File: config.mk
export PLATFORM = sky130hd
export DESIGN_NAME = hspf_ctrl
export DESIGN_NICKNAME = d
export VERILOG_FILES = /design/src/rtl/hspf_pkg.sv /design/src/rtl/hspf_ctrl.sv
export SDC_FILE = /design/constraint.sdc
export NUM_CORES = 1
export LEC_CHECK = 0
export ABC_AREA = 1
export BUFFER_PORTS_ARGS = -buffer_cell sky130_fd_sc_hd__buf_2
export CORE_AREA = 4 4 41 43
export CTS_CLUSTER_DIAMETER = 50
export DETAILED_ROUTE_END_ITERATION = 10
export DIE_AREA = 0 0 45 47
export HOLD_SLACK_MARGIN = 0.12
export SYNTH_ARGS = -nofsm -noshare
export SYNTH_HDL_FRONTEND = slang
export SYNTH_SLANG_ARGS = --single-unit
File: constraint.sdc
create_clock -name i_clk -period 2.9 [get_ports i_clk]
set_input_delay 0.58 -clock i_clk [delete_from_list [all_inputs] [get_ports i_clk]]
set_output_delay 0.58 -clock i_clk [all_outputs]
set_load 0.02 [all_outputs]
File: src/rtl/hspf_pkg.sv
`timescale 1ns / 1ps
// ----------------------------------------------------------------------------
// hspf_pkg
// Shared types and constants for the HTTP session packet filter.
// ----------------------------------------------------------------------------
package hspf_pkg;

    localparam int SESSION_ENTRIES = 1024;
    localparam int IDX_W           = (SESSION_ENTRIES > 1) ? $clog2(SESSION_ENTRIES) : 1;
    localparam int COUNT_W         = $clog2(SESSION_ENTRIES + 1);
    localparam int KEY_W           = 96;
    localparam int IN_W            = 200;
    localparam int OUT_W           = 8;

    localparam logic [15:0] ETH_IPV4    = 16'h0800;
    localparam logic [7:0]  IP_TCP      = 8'd6;
    localparam logic [16:0] MIN_PAYLOAD = 17'd7;

    typedef enum logic [2:0] {
        V_NOT_IPV4 = 3'd0,
        V_NOT_TCP  = 3'd1,
        V_SHORT    = 3'd2,
        V_METHOD   = 3'd3,
        V_HIT      = 3'd4,
        V_NO_MATCH = 3'd5
    } t_verdict;

    typedef struct packed {
        logic load;     // capture the input item
        logic start;    // begin session scan
        logic insert;   // append key to the session set
    } t_cmd;

    typedef struct packed {
        logic     early;      // decided without the session set
        t_verdict early_verdict;
        logic     method;     // payload starts with an HTTP method
        logic     done;       // scan finished this cycle
        logic     hit;        // key found (valid with done)
        logic     full;       // session set full
    } t_status;

endpackage

File: src/rtl/hspf_ctrl.sv
`timescale 1ns / 1ps
// ----------------------------------------------------------------------------
// hspf_ctrl
// Sequencer: capture, classify, scan, insert and hand over the result.
// ----------------------------------------------------------------------------
module hspf_ctrl import hspf_pkg::*; (
    input  logic     i_clk,
    input  logic     i_rst_n,
    input  logic     i_in_valid,
    input  logic     i_out_free,
    input  t_status  i_status,
    output logic     o_in_ready,
    output t_cmd     o_cmd,
    output logic     o_res_load,
    output t_verdict o_verdict,
    output logic     o_fail
);
    typedef enum logic [3:0] {
        S_IDLE = 4'b0001,
        S_EVAL = 4'b0010,
        S_SCAN = 4'b0100,
        S_OUT  = 4'b1000
    } t_state;

    t_state   r_state, n_state;
    t_verdict r_verdict, n_verdict;
    logic     r_fail, n_fail;

    always_comb begin
        n_state     = r_state;
        n_verdict   = r_verdict;
        n_fail      = r_fail;
        o_in_ready  = 1'b0;
        o_cmd       = '0;
        o_res_load  = 1'b0;
        case (r_state)
            S_IDLE: begin
                o_in_ready = 1'b1;
                o_cmd.load = i_in_valid;
                if (i_in_valid) begin
                    n_state = S_EVAL;
                end
            end
            S_EVAL: begin
                n_fail = 1'b0;
                if (i_status.early) begin
                    n_verdict = i_status.early_verdict;
                    n_state   = S_OUT;
                end else begin
                    o_cmd.start = 1'b1;
                    n_state     = S_SCAN;
                end
            end
            S_SCAN: begin
                if (i_status.done) begin
                    n_state = S_OUT;
                    if (i_status.method) begin
                        n_verdict    = V_METHOD;
                        o_cmd.insert = !i_status.hit;
                        n_fail       = !i_status.hit && i_status.full;
                    end else if (i_status.hit) begin
                        n_verdict = V_HIT;
                    end else begin
                        n_verdict = V_NO_MATCH;
                    end
                end
            end
            S_OUT: begin
                if (i_out_free) begin
                    o_res_load = 1'b1;
                    n_state    = S_IDLE;
                end
            end
            default: begin
                n_state = S_IDLE;
            end
        endcase
    end

    assign o_verdict = r_verdict;
    assign o_fail    = r_fail;

    always_ff @(posedge i_clk) begin
        if (!i_rst_n) begin
            r_state   <= S_IDLE;
            r_verdict <= V_NOT_IPV4;
            r_fail    <= 1'b0;
        end else begin
            r_state   <= n_state;
            r_verdict <= n_verdict;
            r_fail    <= n_fail;
        end
    end

endmodule

==> results of run 1 <==
cell type report:
| class | count | area share |
|---|---|---|
| multi-input cells | 52 | 0.4407 |
| flip-flops and latches | 8 | 0.2530 |
| repair buffers | 20 | 0.1581 |
| inverters | 14 | 0.08300 |
| clock buffers | 3 | 0.03557 |
| well taps | 15 | 0.02964 |
worst max-delay path, delay by kind of cell (launching register included):
kind | cells | cell delay, ps
buf+inv | 3 | 280
simple gates | 3 | 420
flops | 1 | 370
per-stage QoR:
stage	instance area, um^2	hold WS, ps
floorplan	491.7	557.9
global placement	610.6	497.7
detailed placement	610.6	502.7
CTS	633.1	515.5
global route	633.1	567.2
finish	633.1	513.7
cells in the final DEF (no fill, tap or decap):
master    instances
nand2_2           2
buf_2            20
nand3_2           2
nor2_2            5
nand2_4           2
a21oi_1           2
nor4_1            1
nor2_4            2
clkbuf_4          3
nand4_1           1
nor3_1            1
nand3b_1          1
inv_1            13
o21ai_0           2
dfxtp_1           8
nand3_1           5
nor2_1           11
or2_1             1
nand2_1          14
inv_2             1
path summary, 6_finish.rpt:
kind	from	end	slack, ps
worst max-delay path	r_state[1]$_SDFFE_PN0P_	o_cmd[1]	1010
worst min-delay path	o_fail$_SDFFE_PN0P_	o_fail$_SDFFE_PN0P_	510
worst max register to register	r_state[0]$_SDFFE_PN1P_	o_verdict[1]$_SDFFE_PN0P_	1800
worst min register to register	o_fail$_SDFFE_PN0P_	o_fail$_SDFFE_PN0P_	510
power groups by stage:
stage | registers, mW | logic (mW) | clock network (mW)
4_1_cts | 0.120 | 0.0550 | 0.0891
6_report | 0.120 | 0.0540 | 0.0846
5_1_grt | 0.120 | 0.0606 | 0.0947
2_1_floorplan | 0.124 | 0.0332 | 0
3_5_place_dp | 0.122 | 0.0545 | 0
3_3_place_gp | 0.122 | 0.0541 | 0
routing by layer:
metal,global-route usage,wire (um),up-vias
met5,0,0,-
met4,0.05263,14,0
met3,0.04598,101,2
met2,0.1582,418,15
met1,0.1307,488,194
li1,-,-,277
flip-flops by register name, summed over array words and instances (netlist names):
register	count
o_verdict	3
r_state	4
o_fail	1
logic make-up (layout without fill, tap and decap cells):
logic type / Yosys count / after routing / synth area share
simple gates: 48 / 48 / 0.5267
buf+inv: 14 / 37 / 0.1069
flops: 8 / 8 / 0.3257
compound gates: 4 / 4 / 0.04071
==> flow_summary.yaml, run 1 <==
outcome:
  status: "finished clean"
timing:
  skew_ps: 0.2082
  relSlewSlack: 0.8618
  tightest_slew_ps: 205.3
  rsz0062_at_grt: "false"
  tns_ps: 0
  final-max-slew-violation-count: 0
  setup_slack_ps: 1009
  fin_crit_sh: 0.6521
  fmax_mhz: 528.8
  setup-violations-final: 0
  period_minus_slack_ps: 1891
  hold_viol_final: 0
power_and_ir_drop:
  p_switching_mw: 0.07572
  ir_worst_vdd_uv: 268.5
  leakagePower_nw: 0.3664
  power_frac_clock: 0.327
  swShare: 0.2928
  power.density_nw_per_um2: 408.5
  combPwrFrac: 0.209
  p_int_mw: 0.1829
  power_mw: 0.2586
  seq_power_share: 0.464
hold_path:
  worstHoldPathType: "flop to flop"
  whs_path_depth: 4
global_routing:
  overflow: 0
  antenna_found_initial: 0
  grt_max_degree: 10
  grt_pass1_wl_um: 1600
  track_usage: 0.1062
  grt_pass1_vias: 394
clock_tree:
  cts_hold_buf: 0
  cts_tree: "yes"
  clk_path_buf_depth: 2
  cts_sinks: 8
  cts_setup_buffers: 0
  cts_buffers: 3
  htreeDepth: 1
  ctsResizeCount: 0
  cts.root.buffer_cell: "clkbuf_4"
  worstSkewPairLatency_ps: 250
  clkTransAtPathRegs_ps: 50
setup_path:
  worstPathRequired_ps: 2320
  cpMaxStageDelayCell: "dfxtp_1"
  critPathLaunchType: "flop"
  crit_fanout: 2
  cp.arrival_ps: 1310
  cp_cell_sequence: "inv_1, nor2_2, nand2_1, or2_1, inv_1, buf_2"
  cp_slowest_stage_delay_ps: 370
  worst-r2r-cell-count: 6
  worst-setup-path-type: "flop to primary output"
  cp_common_cell: "inv_1"
  crit_path_end_kind: "primary output"
yosys:
  ys_top_cells_by_area: "dfxtp_1 (33%), nand2_1 (11%), inv_1 (9.9%), nor2_1 (8.4%), nor2_2 (6.4%)"
  syn-num-nets: 86
  synth-seq-cells: 8
  seq_area_frac_synth: 0.3257
  syn-instance-count: 74
  synthArstFlopShare: 0
  synth_area_leader_cell: "dfxtp_1"
  syn_area_per_cell_um2: 6.645
  synth_most_common_cell: "nand2_1"
  yosys.area.top_type_share: 0.3257
  synth_warnings: 0
  synth-edff-count: 0
  netlist_area_um2: 491.7
  yosysUniqueCellTypes: 18
  synth_flop_cell: "dfxtp_1"
  synthTopCellsByCount: "nand2_1 (14), inv_1 (13), nor2_1 (11)"
route:
  dr.pass1.iters: 4
  routed_wl_um: 1022
  routed-via-count: 488
  detail-route-antenna-nets: 0
  post_drt_via_cell_ratio: 4.357
  drt_iter0_markers: 11
  drc_errors: 0
  wl_per_cell_um: 9.125
finish:
  areaGrowthSynthToFinish_pct: 28.75
  multiInputGateArea_um2: 279.0
  fillers: 144
  fin_nets: 111
  drive_gt1_frac: 0.3814
  post_layout_nonfiller_instances: 112
  antenna_cells: 0
  final_util: 0.4865
  regArea_um2: 160.2
place:
  gp_congestion: 0.7737
  portBuffers: 20
  post-place-cells: 109
  post-dp-hpwl_um: 836.8
  dp_slack_ps: 1143
die:
  num_rows: 13
  die_area_um2: 2115
  die_y_um: 47
  io_pins: 21
  start_util: 0.3779
  coreArea_um2: 1301
  die_w_um: 45
run:
  maxCapViolations: 0
Power figures use the tool's default switching activity.
==> run 2: changes to the inputs <==
ABC_AREA = 0   (was 1)
CORE_AREA = default   (was 4 4 41 43)
CORE_MARGIN = 4   (was default)
CORE_UTILIZATION = 42   (was default)
DIE_AREA = default   (was 0 0 45 47)
PLACE_DENSITY = 0.72   (was default)
clock period = 1.7 ns   (was 2.9 ns; I/O delays follow)
==> run 2 against run 1 <==
Net effect:
- first-iteration DRC count is 36% lower
- worst hold slack got worse by 170 ps
- sequential cell count unchanged
==> flow_summary.yaml, run 2 <==
timing:
  rsz0062_at_grt: "true"
  tightest_slew_ps: 272.3
  skew_ps: 1.303
  final-max-slew-violation-count: 0
  hold_viol_final: 0
  finalHoldWorstSlack_ps: 340.9
  relSlewSlack: 0.8173
  fin_crit_sh: 0.9522
  fmax_mhz: 617.8
  period_minus_slack_ps: 1619
  setup-violations-final: 0
global_routing:
  grt_max_degree: 12
  track_usage: 0.1416
  overflow: 0
  grt_pass1_wl_um: 2111
  antenna_found_initial: 0
  grt_pass1_vias: 511
power_and_ir_drop:
  power_frac_clock: 0.293
  power_mw: 0.4823
  power.density_nw_per_um2: 634.0
  combPwrFrac: 0.263
  p_int_mw: 0.3405
  ir_worst_vdd_uv: 378.2
  leakagePower_nw: 0.3569
  seq_power_share: 0.443
  p_switching_mw: 0.1418
  swShare: 0.2941
die:
  die_w_um: 45.26
  die_y_um: 45.26
  coreArea_um2: 1301
  io_pins: 21
  num_rows: 13
  start_util: 0.4481
  die_area_um2: 2048
finish:
  largest_reg_flops: 4
  areaGrowthSynthToFinish_pct: 30.47
  regMostFlops: "r_state"
  drive_gt1_frac: 0.5000
  fin_nets: 98
  final_cell_mix: "buf_2 (20), buf_4 (6), nand2_1 (4), inv_1 (4), dfxtp_1 (4)"
  antenna_cells: 0
  post_layout_nonfiller_instances: 99
  final_common_cell: "buf_2"
yosys:
  synth-edff-count: 0
  seq_area_frac_synth: 0.2747
  synthTopCellsByCount: "dfxtp_1 (8), inv_1 (4), nand2_1 (4)"
  netlist_area_um2: 583.1
  synth_most_common_cell: "dfxtp_1"
  syn-instance-count: 60
  synth-seq-cells: 8
  yosys.area.top_type_share: 0.2747
  syn_area_per_cell_um2: 9.718
  yosysUniqueCellTypes: 35
  synth_flop_cell: "dfxtp_1"
  synth_warnings: 0
  syn-num-nets: 72
  synthArstFlopShare: 0
  ys_top_cells_by_area: "dfxtp_1 (27%), nand3b_4 (6.9%), mux2i_1 (5.2%), o211ai_2 (4.3%), nor4b_4 (4.1%)"
  synth_area_leader_cell: "dfxtp_1"
clock_tree:
  cts.root.buffer_cell: "clkbuf_4"
  clk_path_buf_depth: 2
  cts_tree: "yes"
  cts_sinks: 8
  cts_buffers: 3
  htreeDepth: 1
  clkTransAtPathRegs_ps: 50
  worstSkewPairLatency_ps: 250
setup_path:
  r2r_slack_ps: 250
  worst-r2r-cell-count: 4
  worst-setup-path-type: "flop to primary output"
  timing.rr.start: "r_state[1]$_SDFFE_PN0P_"
  critPathLaunchType: "flop"
  crit_end: "o_cmd[1]"
  worstPathRequired_ps: 1360
  crit_path_end_kind: "primary output"
  reg2reg_to: "r_state[0]$_SDFFE_PN1P_"
  crit_fanout: 7
  cp.arrival_ps: 1280
  crit_path_start: "r_state[3]$_SDFFE_PN0P_"
hold_path:
  worstHoldPathType: "input pin to flop"
route:
  post_drt_via_cell_ratio: 5.444
  routed-via-count: 539
  routed_wl_um: 1287
  detail-route-antenna-nets: 0
  drt_iter0_markers: 7
  wl_per_cell_um: 13.00
  dr.pass1.iters: 4
  drc_errors: 0
place:
  portBuffers: 20
  post-place-cells: 95
  gp_congestion: 0.7217
  post-dp-hpwl_um: 1019
outcome:
  status: "finished clean"
run:
  maxCapViolations: 0
## run 2: cell count changes in the layout (fill, tap and decap cells not counted), sizes merged, moves of 2 or more
| cell | delta |
|---|---|
| nor2 | -16 |
| nand2 | -14 |
| inv | -10 |
| nand3 | -7 |
| buf | +6 |
| o211ai | +4 |
| a211oi | +3 |
| mux2i | +3 |
| nor4b | +3 |
| a21oi | -2 |
| and2 | +2 |
| nand2b | +2 |
| nand4b | +2 |
## run 2: layout make-up
cell class                      instances  area [um^2]
Clock buffer                            3        22.52
Tap cell                               15        18.77
Multi-Input combinational cell         43        391.6
Inverter                                4        15.01
Fill cell                             120        540.5
Timing Repair Buffer                   26        145.1
Sequential cell                         8        167.7
## run 2: what timing repair did
action | CTS | global route
endpoints found under the setup margin | 2 | 3
buffers inserted | 0 | 1
resized for setup | 3 | 3
hold buffers | 0 | 0
## run 2: how the worst min path moves through the flow
stage,endpoint,from,depth (start not counted)
after global placement,o_fail$_SDFFE_PN0P_,o_fail$_SDFFE_PN0P_,2
final,r_state[1]$_SDFFE_PN0P_,i_in_valid,2
after CTS,r_state[1]$_SDFFE_PN0P_,i_in_valid,2
after floorplan,r_state[1]$_SDFFE_PN0P_,i_in_valid,1
after global routing,r_state[1]$_SDFFE_PN0P_,i_in_valid,2
after detailed placement,o_fail$_SDFFE_PN0P_,o_fail$_SDFFE_PN0P_,2
## run 2: per-layer routing
layer | track usage | share of wire | wire (um) | vias to the layer above
met5 | 0 | 0 | 0 | -
met4 | 0.05263 | 0 | 0 | 0
met3 | 0.05179 | 0.070 | 90 | 0
li1 | - | - | - | 277
met1 | 0.1794 | 0.46 | 593 | 249
met2 | 0.2175 | 0.47 | 603 | 13
## run 2: cells by family after synthesis
group	share of synthesized area
compound gates	0.2275
xor+xnor	0.01502
buf+inv	0.07939
flops	0.2747
mux	0.05150
simple gates	0.3519
## run 2: worst max-delay path: stages (launching register included)
cell     delay [ps]
dfxtp_2         380
nor4b_2         320
and2b_1         180
buf_2           160
## run 2: power groups by stage
stage / combinational, mW / sequential (mW) / clock [mW]
5_1_grt: 0.138 / 0.215 / 0.166
6_report: 0.127 / 0.214 / 0.141
3_3_place_gp: 0.119 / 0.216 / 0
4_1_cts: 0.121 / 0.214 / 0.149
2_1_floorplan: 0.0816 / 0.214 / 0
3_5_place_dp: 0.120 / 0.216 / 0
## run 2: stage by stage
| stage | cell area [um^2] | utilization | setup WS, ps | setup TNS, ps |
|---|---|---|---|---|
| 2_1_floorplan | 591.8 | - | 92.85 | 0 |
| 3_5_place_dp | 716.9 | 0.5510 | 169.5 | 0 |
| 5_1_grt | 760.7 | 0.5846 | -23.39 | -42.95 |
| 3_3_place_gp | 716.9 | 0.5510 | 201.2 | 0 |
| 4_1_cts | 748.2 | 0.5750 | 9.247 | 0 |
| 6_report | 760.7 | 0.5846 | 81.25 | 0 |
==> run 3: changes to the inputs <==
BUFFER_PORTS_ARGS = default   (was -buffer_cell sky130_fd_sc_hd__buf_2)
CORE_AREA = 4 4 41 43   (was default)
CORE_MARGIN = default   (was 4)
CORE_UTILIZATION = default   (was 42)
DIE_AREA = 0 0 45 47   (was default)
DONT_BUFFER_PORTS = 1   (was default)
PLACE_DENSITY = default   (was 0.72)
==> run 3 against run 2 <==
Net effect:
- clock power increased by 5%
- clock skew increased by 13 ps
- total power decreased by 4.7%
- highest routed layer unchanged
==> flow_summary.yaml, run 3 (same netlist as run 2, synthesis figures left out) <==
clock_tree:
  cts_buffers: 3
  clk_path_buf_depth: 2
  cts_sinks: 8
  cts.root.buffer_cell: "clkbuf_4"
  cts_tree: "yes"
  worstSkewPairLatency_ps: 260
  clkTransAtPathRegs_ps: 50
  htreeDepth: 1
global_routing:
  grt_max_degree: 12
  overflow: 0
  grt_pass1_vias: 457
  track_usage: 0.1322
  antenna_found_initial: 0
  grt_pass1_wl_um: 1966
timing:
  tns_ps: 0
  rsz0062_at_grt: "true"
  hold_viol_final: 0
  skew_ps: 13.87
  tightest_slew_ps: 384.9
  setup_slack_ps: 34.95
  relSlewSlack: 0.7431
  setup-violations-final: 0
  fin_crit_sh: 0.9794
  period_minus_slack_ps: 1665
  final-max-slew-violation-count: 0
  fmax_mhz: 600.6
place:
  gp_congestion: 0.7164
  post-dp-hpwl_um: 959.7
  portBuffers: 0
  dp_slack_ps: 251.9
  post-place-cells: 78
finish:
  fillers: 128
  regMostFlops: "r_state"
  fin_nets: 80
  post_layout_nonfiller_instances: 81
  areaGrowthSynthToFinish_pct: 15.24
  antenna_cells: 0
  final_cell_mix: "buf_4 (8), dfxtp_1 (7), nand2_1 (4), inv_1 (4)"
  drive_gt1_frac: 0.3485
  final_common_cell: "buf_4"
  largest_reg_flops: 4
run:
  maxCapViolations: 0
die:
  coreArea_um2: 1301
  die_y_um: 47
  io_pins: 21
  num_rows: 13
  die_area_um2: 2115
  die_w_um: 45
  start_util: 0.4481
route:
  detail-route-antenna-nets: 0
  post_drt_via_cell_ratio: 5.790
  drt_iter0_markers: 4
  drc_errors: 0
  routed-via-count: 469
  routed_wl_um: 1262
  wl_per_cell_um: 15.58
  dr.pass1.iters: 4
setup_path:
  cp.arrival_ps: 1330
  worst-setup-path-type: "flop to primary output"
  critPathLaunchType: "flop"
  worstPathRequired_ps: 1360
  crit_fanout: 7
  crit_path_end_kind: "primary output"
power_and_ir_drop:
  swShare: 0.2905
  p_int_mw: 0.3261
  p_switching_mw: 0.1335
  power_frac_clock: 0.321
  seq_power_share: 0.467
  power.density_nw_per_um2: 684.1
  ir_worst_vdd_uv: 417.0
  leakagePower_nw: 0.2768
  combPwrFrac: 0.212
hold_path:
  worstHoldPathType: "input pin to flop"
outcome:
  status: "finished clean"
[run 3: cell types whose count changed in the layout (fill, tap and decap cells not counted)]
| cell | previous run | this run |
|---|---|---|
| and2b_1 | 1 | 0 |
| and2_1 | 2 | 1 |
| dfxtp_2 | 3 | 1 |
| and2_2 | 0 | 1 |
| dfxtp_1 | 4 | 7 |
| dfxtp_4 | 1 | 0 |
| buf_4 | 6 | 8 |
| buf_2 | 20 | 0 |
| and2b_2 | 0 | 1 |
[run 3: critical path, stage by stage, from the launching register on]
cell     delay (ps)
dfxtp_1         420
nor4b_4         340
nand2_1          80
nor2_1           90
buf_4           150
[run 3: power by group through the flow]
stage	registers (mW)	logic [mW]	clock network (mW)
global route	0.216	0.105	0.164
global placement	0.218	0.0948	0
floorplan	0.214	0.0816	0
finish	0.215	0.0975	0.148
CTS	0.213	0.0966	0.156
detailed placement	0.218	0.0959	0
[run 3: path summary, 6_finish.rpt]
path | startpoint | end | slack, ps | cells after the start
setup / recovery | r_state[3]$_SDFFE_PN0P_ | o_cmd[0] | 30 | 4
hold / removal | i_rst_n | r_state[0]$_SDFFE_PN1P_ | 190 | 1
setup reg to reg | r_state[3]$_SDFFE_PN0P_ | r_state[0]$_SDFFE_PN1P_ | 260 | 3
hold reg to reg | o_fail$_SDFFE_PN0P_ | o_fail$_SDFFE_PN0P_ | 560 | 2
[run 3: area by class of cell]
class / count / area [um^2] / share of cell area
timing repair buffer: 8 / 60.06 / 0.08939
clock buffer: 3 / 22.52 / 0.03352
sequential: 8 / 161.4 / 0.2402
inverter: 4 / 15.01 / 0.02235
tap: 15 / 18.77 / 0.02793
multi-input combinational: 43 / 394.1 / 0.5866
[run 3: what timing repair did]
| item | 4_1_cts | 5_1_grt |
|---|---|---|
| resized for setup | 1 | 3 |
| pin swaps | 1 | 0 |
| setup buffers | 0 | 0 |
| setup endpoints to repair | 2 | 4 |
| hold buffers | 0 | 0 |
[run 3: per-layer routing]
layer | up-vias | track usage | wire length [um]
li1 | 242 | - | -
met1 | 215 | 0.1533 | 577
met2 | 12 | 0.2006 | 579
met3 | 0 | 0.07663 | 104
met4 | 0 | 0.05263 | 0
met5 | - | 0 | 0
[run 3: metrics by stage]
stage               instance area (um^2)    util  hold slack [ps]  total power, mW
floorplan                          591.8       -            485.9           0.2960
global placement                   639.4  0.4913            437.5           0.3123
detailed placement                 639.4  0.4913            442.3           0.3135
CTS                                663.1  0.5096            179.7           0.4657
global route                       671.9  0.5163            177.3           0.4852
finish                             671.9  0.5163            191.9           0.4596
